==> src/hw/rtl/hbt_pkg.sv <==
// Package: widths, key layout and mod-25 reduction for the Hill block transform.
package hbt_pkg;

  localparam int BLOCK_SIZE = 3;
  localparam int SYM_W      = 5;
  localparam int KEY_DIM    = 3;
  localparam int DIGIT_W    = 5;
  localparam int KEY_W      = KEY_DIM * KEY_DIM * DIGIT_W;
  localparam logic [KEY_W-1:0] KEY_RESET = 45'h100_0010_0001;

  // Dot product of up to four 5-bit by 5-bit terms stays below 4096.
  localparam int SUM_W       = 12;
  localparam int MODULUS     = 25;
  // floor(x * 1311 / 2**15) == floor(x / 25) exactly for x < 4096.
  localparam int RECIP_W     = 11;
  localparam int RECIP_SHIFT = 15;
  localparam logic [RECIP_W-1:0] RECIP = 11'd1311;

  function automatic logic [DIGIT_W-1:0] key_digit(input logic [KEY_W-1:0] key,
                                                   input int row, input int col);
    logic [KEY_W-1:0] shifted;
    shifted = '0;
    if (row < KEY_DIM && col < KEY_DIM) begin
      shifted = key >> (DIGIT_W * (KEY_DIM * row + col));
    end
    return shifted[DIGIT_W-1:0];
  endfunction

  function automatic logic [SYM_W-1:0] mod25(input logic [SUM_W-1:0] x);
    logic [SUM_W+RECIP_W-1:0] prod;
    logic [SUM_W-1:0]         q;
    logic [SUM_W-1:0]         r;
    prod = (SUM_W+RECIP_W)'(x) * (SUM_W+RECIP_W)'(RECIP);
    q    = SUM_W'(prod >> RECIP_SHIFT);
    r    = x - q * SUM_W'(MODULUS);
    return r[SYM_W-1:0];
  endfunction

endpackage

==> src/hw/rtl/hbt_if.sv <==
// Stream interfaces: input symbols and output plaintext symbols.
interface hbt_in_if;
  logic                    valid;
  logic                    ready;
  logic [hbt_pkg::SYM_W-1:0] symbol;
  logic                    end_of_message;

  modport source (output valid, output symbol, output end_of_message, input ready);
  modport sink   (input valid, input symbol, input end_of_message, output ready);
endinterface

interface hbt_out_if;
  logic                    valid;
  logic                    ready;
  logic [hbt_pkg::SYM_W-1:0] plain_symbol;
  logic                    last_of_run;

  modport source (output valid, output plain_symbol, output last_of_run, input ready);
  modport sink   (input valid, input plain_symbol, input last_of_run, output ready);
endinterface

==> src/hw/rtl/hill_block_transform_mod25_core.sv <==
// Top level: Hill cipher block transform over a 25-letter alphabet.
//
//  channel   | dir | handshake     | payload
//  ----------+-----+---------------+-------------------------------------
//  in_ch     | in  | valid/ready   | symbol[4:0], end_of_message
//  out_ch    | out | valid/ready   | plain_symbol[4:0], last_of_run
//  cfg       | in  | cfg_write     | cfg_data[44:0] (key matrix, row-major)
//
// One symbol per cycle is taken while in_ch.ready is high. A block is latched into
// the job register on its closing transaction; once the result buffer is free, the
// key product and mod-25 land in it, and it drains one result per cycle while
// out_ch.ready is high. Output stalls back up through the job register.
// rst clears fill count, valid flags and loads the identity key.
module hill_block_transform_mod25_core #(
  parameter int BLOCK_SIZE = hbt_pkg::BLOCK_SIZE
) (
  input  logic                      clk,
  input  logic                      rst,
  input  logic                      cfg_write,
  input  logic [hbt_pkg::KEY_W-1:0] cfg_data,
  hbt_in_if.sink                    in_ch,
  hbt_out_if.source                 out_ch
);
  import hbt_pkg::*;

  localparam int FW = (BLOCK_SIZE > 1) ? $clog2(BLOCK_SIZE) : 1;

  logic [KEY_W-1:0] key;
  logic [FW-1:0]    fill_count;
  logic [SYM_W-1:0] held [BLOCK_SIZE-1];

  logic             job_valid;
  logic             job_full;
  logic [FW-1:0]    job_last;
  logic [SYM_W-1:0] job_sym [BLOCK_SIZE];

  logic             run_valid;
  logic [FW-1:0]    run_idx;
  logic [FW-1:0]    run_last;
  logic [SYM_W-1:0] run_val [BLOCK_SIZE];

  logic [SYM_W-1:0] dot [BLOCK_SIZE];

  logic accept, completes, makes_job, run_free, job_move, out_take, run_at_last;

  assign accept      = in_ch.valid && in_ch.ready;
  assign completes   = (fill_count == FW'(BLOCK_SIZE - 1));
  assign makes_job   = completes || in_ch.end_of_message;
  assign run_at_last = (run_idx == run_last);
  assign out_take    = out_ch.valid && out_ch.ready;
  assign run_free    = !run_valid || (out_ch.ready && run_at_last);
  assign job_move    = job_valid && run_free;

  assign in_ch.ready         = !job_valid || run_free;
  assign out_ch.valid        = run_valid;
  assign out_ch.plain_symbol = run_val[run_idx];
  assign out_ch.last_of_run  = run_at_last;

  hbt_matvec #(.BLOCK_SIZE(BLOCK_SIZE)) u_matvec (
    .key (key),
    .sym (job_sym),
    .res (dot)
  );

  always_ff @(posedge clk) begin
    if (rst) begin
      key <= KEY_RESET;
    end else if (cfg_write) begin
      key <= cfg_data;
    end
  end

  // Open block and job register
  always_ff @(posedge clk) begin
    if (rst) begin
      fill_count <= '0;
      job_valid  <= 1'b0;
    end else begin
      if (accept) begin
        if (makes_job) begin
          fill_count <= '0;
        end else begin
          fill_count <= fill_count + FW'(1);
        end
      end
      if (accept && makes_job) begin
        job_valid <= 1'b1;
      end else if (job_move) begin
        job_valid <= 1'b0;
      end
    end
  end

  always_ff @(posedge clk) begin
    if (accept) begin
      for (int k = 0; k < BLOCK_SIZE - 1; k++) begin
        if (!makes_job && fill_count == FW'(k)) begin
          held[k] <= in_ch.symbol;
        end
      end
      if (makes_job) begin
        for (int k = 0; k < BLOCK_SIZE - 1; k++) begin
          job_sym[k] <= held[k];
        end
        job_sym[BLOCK_SIZE-1] <= in_ch.symbol;
        job_full              <= completes;
        job_last              <= fill_count;
      end
    end
  end

  // Result buffer
  always_ff @(posedge clk) begin
    if (rst) begin
      run_valid <= 1'b0;
      run_idx   <= '0;
    end else if (job_move) begin
      run_valid <= 1'b1;
      run_idx   <= '0;
    end else if (out_take) begin
      if (run_at_last) begin
        run_valid <= 1'b0;
      end else begin
        run_idx <= run_idx + FW'(1);
      end
    end
  end

  always_ff @(posedge clk) begin
    if (job_move) begin
      run_last <= job_last;
      for (int j = 0; j < BLOCK_SIZE; j++) begin
        run_val[j] <= job_full ? dot[j] : '0;
      end
    end
  end

endmodule

==> src/hw/rtl/hbt_matvec.sv <==
// Key matrix times symbol block, each row reduced mod 25.
module hbt_matvec #(
  parameter int BLOCK_SIZE = hbt_pkg::BLOCK_SIZE
) (
  input  logic [hbt_pkg::KEY_W-1:0] key,
  input  logic [hbt_pkg::SYM_W-1:0] sym [BLOCK_SIZE],
  output logic [hbt_pkg::SYM_W-1:0] res [BLOCK_SIZE]
);
  import hbt_pkg::*;

  for (genvar j = 0; j < BLOCK_SIZE; j++) begin : g_row
    logic [SUM_W-1:0] acc;

    always_comb begin
      acc = '0;
      for (int k = 0; k < BLOCK_SIZE; k++) begin
        acc = acc + SUM_W'(sym[k]) * SUM_W'(key_digit(key, j, k));
      end
      res[j] = mod25(acc);
    end
  end

endmodule
==> src/flat_wrapper.sv <==
// flat-port wrapper written by rule: the top's interface ports become plain ports
module hill_block_transform_mod25_core_flat import hbt_pkg::*;
#(
  parameter int BLOCK_SIZE = hbt_pkg::BLOCK_SIZE
)
  (clk, rst, cfg_write, cfg_data, in_ch_valid, in_ch_symbol, in_ch_end_of_message, in_ch_ready, out_ch_valid, out_ch_plain_symbol, out_ch_last_of_run, out_ch_ready);
  hbt_in_if in_ch_i ();
  hbt_out_if out_ch_i ();
  input  logic clk;
  input  logic rst;
  input  logic cfg_write;
  input  logic [hbt_pkg::KEY_W-1:0] cfg_data;
  input wire logic [$bits(in_ch_i.valid)-1:0] in_ch_valid;
  input wire logic [$bits(in_ch_i.symbol)-1:0] in_ch_symbol;
  input wire logic [$bits(in_ch_i.end_of_message)-1:0] in_ch_end_of_message;
  output wire logic [$bits(in_ch_i.ready)-1:0] in_ch_ready;
  output wire logic [$bits(out_ch_i.valid)-1:0] out_ch_valid;
  output wire logic [$bits(out_ch_i.plain_symbol)-1:0] out_ch_plain_symbol;
  output wire logic [$bits(out_ch_i.last_of_run)-1:0] out_ch_last_of_run;
  input wire logic [$bits(out_ch_i.ready)-1:0] out_ch_ready;
  assign in_ch_i.valid = in_ch_valid;
  assign in_ch_i.symbol = in_ch_symbol;
  assign in_ch_i.end_of_message = in_ch_end_of_message;
  assign in_ch_ready = in_ch_i.ready;
  assign out_ch_valid = out_ch_i.valid;
  assign out_ch_plain_symbol = out_ch_i.plain_symbol;
  assign out_ch_last_of_run = out_ch_i.last_of_run;
  assign out_ch_i.ready = out_ch_ready;
  hill_block_transform_mod25_core #(.BLOCK_SIZE(BLOCK_SIZE)) u_core (.clk(clk), .rst(rst), .cfg_write(cfg_write), .cfg_data(cfg_data), .in_ch(in_ch_i), .out_ch(out_ch_i));
endmodule
==> config.mk <==
export PLATFORM = sky130hd
export DESIGN_NAME = hill_block_transform_mod25_core_flat
export DESIGN_NICKNAME = d
export VERILOG_FILES = /design/src/hw/rtl/hbt_pkg.sv /design/src/hw/rtl/hbt_if.sv /design/src/hw/rtl/hill_block_transform_mod25_core.sv /design/src/hw/rtl/hbt_matvec.sv /design/src/flat_wrapper.sv
export SDC_FILE = /design/constraint.sdc
export NUM_CORES = 1
export LEC_CHECK = 0
export ABC_AREA = 1
export BUFFER_PORTS_ARGS = -buffer_cell sky130_fd_sc_hd__buf_2
export CORE_MARGIN = 2
export CORE_UTILIZATION = 65
export DETAILED_ROUTE_END_ITERATION = 8
export PLACE_DENSITY_LB_ADDON = 0.25
export SYNTH_ARGS = -nofsm -noshare
export SYNTH_HDL_FRONTEND = slang
export SYNTH_SLANG_ARGS = --single-unit
==> constraint.sdc <==
create_clock -name clk -period 13.3 [get_ports clk]
set_input_delay 0.665 -clock clk [delete_from_list [all_inputs] [get_ports clk]]
set_output_delay 0.665 -clock clk [all_outputs]
set_load 0.005 [all_outputs]
==> impl_results.md <==
- Period minus WS final: 11.65 ns
- Post-DR vias/cell: 5.18
- Post-CTS Hold Fix Bufs: 0
- Detail Route Antenna Nets: 0
- Avg Cell Area, Syn: 8.12 µm²
- Clk buf depth: 2
- Root buffer cell: clkbuf_16
- Commonest non-fill, non-tap cell in the layout: inv_1
- Pre-antenna DRT Iters: 5
- Post-Synthesis Cells: 2489
- Port Buf Inserts: 63
- Worst rel slew slack: 45.4%
- MaxCap Viol Count: 0
- CP startpoint kind: flop
- Final setup fails: 0
- Post-CTS sizing: 0
- Final nets: 3258
- Setup Crit Path Kind: reg2reg
- Post-Route WL: 44100 µm
- Initial Util: 66.1%
- Design area: 21200 µm²
- Worst Tran Pin Value: 0.813 ns
- H-tree depth: 3
- Final cell count without fillers: 2937
- Worst path max stage delay: 0.73 ns
- Ratio of cells with drive above 1 in the final layout: 4.88%
- Largest net degree at the start of global routing: 48
- Unrepaired setup endpoints after global routing: no
- Synth Cell Area: 20200 µm²
- Yosys warnings: 0
- Die ar.: 32500 µm²
- Fraction of registers with async set/reset: 0%
- Gpl congestion: 0.917
- Clock skew: 0.00743 ns
- First-pass GRT wire length: 76500 µm
- F_max: 85.8 MHz
- Critical Path AT: 11.77 ns
- Worst reg2reg path startpoint: u_core.job_sym[14]
- Dpl hpwl: 38300 µm
- Post-synth EDFFs: 45
- Core area: 30600 µm²
- Clock tree from TritonCTS: yes
- Post-synthesis sequential area ratio: 11.9%
- Critical path's slowest cell: edfxtp_1
- CP max FO: 15
- Hold Startpoint: u_core.held[0][3]
- Fill cells: 2484
- Synthesized net count: 3211
- Worst skew pair latency: 0.36 ns
- Setup_tns: 0 ns
- Initial antenna violation count: 3
- Wire length per cell: 15.0 µm
- Final Util: 69.4%
- Count of cell types in the netlist: 45
- Placed cell area: 20900 µm²
- Antenna Cells: 0
- GRT Residual Overflow: 0
- Dpl cells: 2921
- Post-CTS Setup Inserts: 0
- Worst setup EP type: flop
- CP startpoint: u_core.job_sym[14]
- CTS Buf Count: 9
- Final hold violation count: 0
- Synth Flop Type: dfxtp_1
- Crit share post-route: 87.6%
- Commonest non-fill, non-tap cells in the layout: 782 x inv_1, 439 x nand2_1, 381 x ha_1, 285 x fa_1, 132 x nor2_1
- Core Rows: 64
- I/O Pins: 64
- Vias in the first global route: 16426
- Clock-pin slew on the worst setup and hold paths: 0.08 ns
- Violation count after the first detailed-route iteration: 834
- Seq cells post-synth: 98
- Sink Count: 98
- DR DRC count: 0
- Die X: 180 µm
- Chip Height: 180 µm
- Layout area overhead: 5.04%
- WP data required: 13.42 ns
- Gr usage total: 28.8%
- Path category of the worst min-delay check: reg2reg
- Status: finished, final reports clean
- DR vias: 15221
- Max Slew Vio Count: 0
cell type report:
type | instances | area (µm²) | area share (%)
multi-input combinational | 1573 | 14700 | 69.4
inverter | 787 | 2950 | 13.9
sequential | 98 | 2410 | 11.4
tap | 396 | 495 | 2.33
timing repair buffer | 67 | 345 | 1.63
clock buffer | 9 | 225 | 1.06
clock inverter | 7 | 72.6 | 0.342
cell usage after synthesis, drive strengths merged, types with 29 or more instances:
cell | instances | area share (%)
inv | 785 | 15
nand2 | 454 | 8.6
ha | 381 | 24
fa | 285 | 28
nor2 | 134 | 2.5
a21oi | 84 | 2.3
o21ai | 71 | 1.8
nand3 | 60 | 1.5
dfxtp | 53 | 5.2
edfxtp | 45 | 6.7
xor2 | 38 | 1.9
clkbuf | 29 | 0.54
routing by layer:
layer	part of all wire (%)	track usage (%)
met5	0.084	0
met4	2.9	8.87
met3	4.7	3.92
met2	50	50.7
met1	43	36.9
kinds of logic (layout without fill, tap and decap cells):
family	Yosys count	after routing	share of synthesized area, %
buf+inv	818	870	15.2
compound gates	177	177	4.95
xor+xnor	48	48	2.32
fa+ha+maj	666	666	51.8
flops	98	98	11.9
simple gates	682	682	13.8
critical path: cells and delay by family, from the launching register on:
kind	cells	cell delay [ns]
xor+xnor	1	0.58
fa+ha+maj	16	6.87
flops	1	0.73
compound gates	7	0.99
buf+inv	11	0.72
simple gates	18	1.54
through the flow:
stage,hold WS [ns],setup slack (ns)
2_1_floorplan,0.400,2.43
6_report,0.425,1.65
5_1_grt,0.437,0.750
3_5_place_dp,0.407,1.69
3_3_place_gp,0.403,1.88
4_1_cts,0.425,1.65
path summary, 6_finish.rpt:
path                           to  slack (ns)  cells after the start
min            u_core.job_sym[13]        0.43                      0
max          u_core.run_val[2][4]        1.65                     53
max reg2reg  u_core.run_val[2][4]        1.65                     53
min reg2reg    u_core.job_sym[13]        0.43                      0
state kept, by name (all words and copies together), names as in the netlist, named ones only:
register             cells
u_core.held             10
u_core.job_valid         1
u_core.key              45
u_core.fill_count        2
u_core.out_ch.valid      1
u_core.job_last          2
u_core.job_full          1
u_core.run_idx           2
u_core.run_last          2
u_core.run_val          15
u_core.job_sym          15
Power is left out: the tool's default activity adds up to more than one toggle a clock period on the data nets, which glitch-free logic cannot reach.
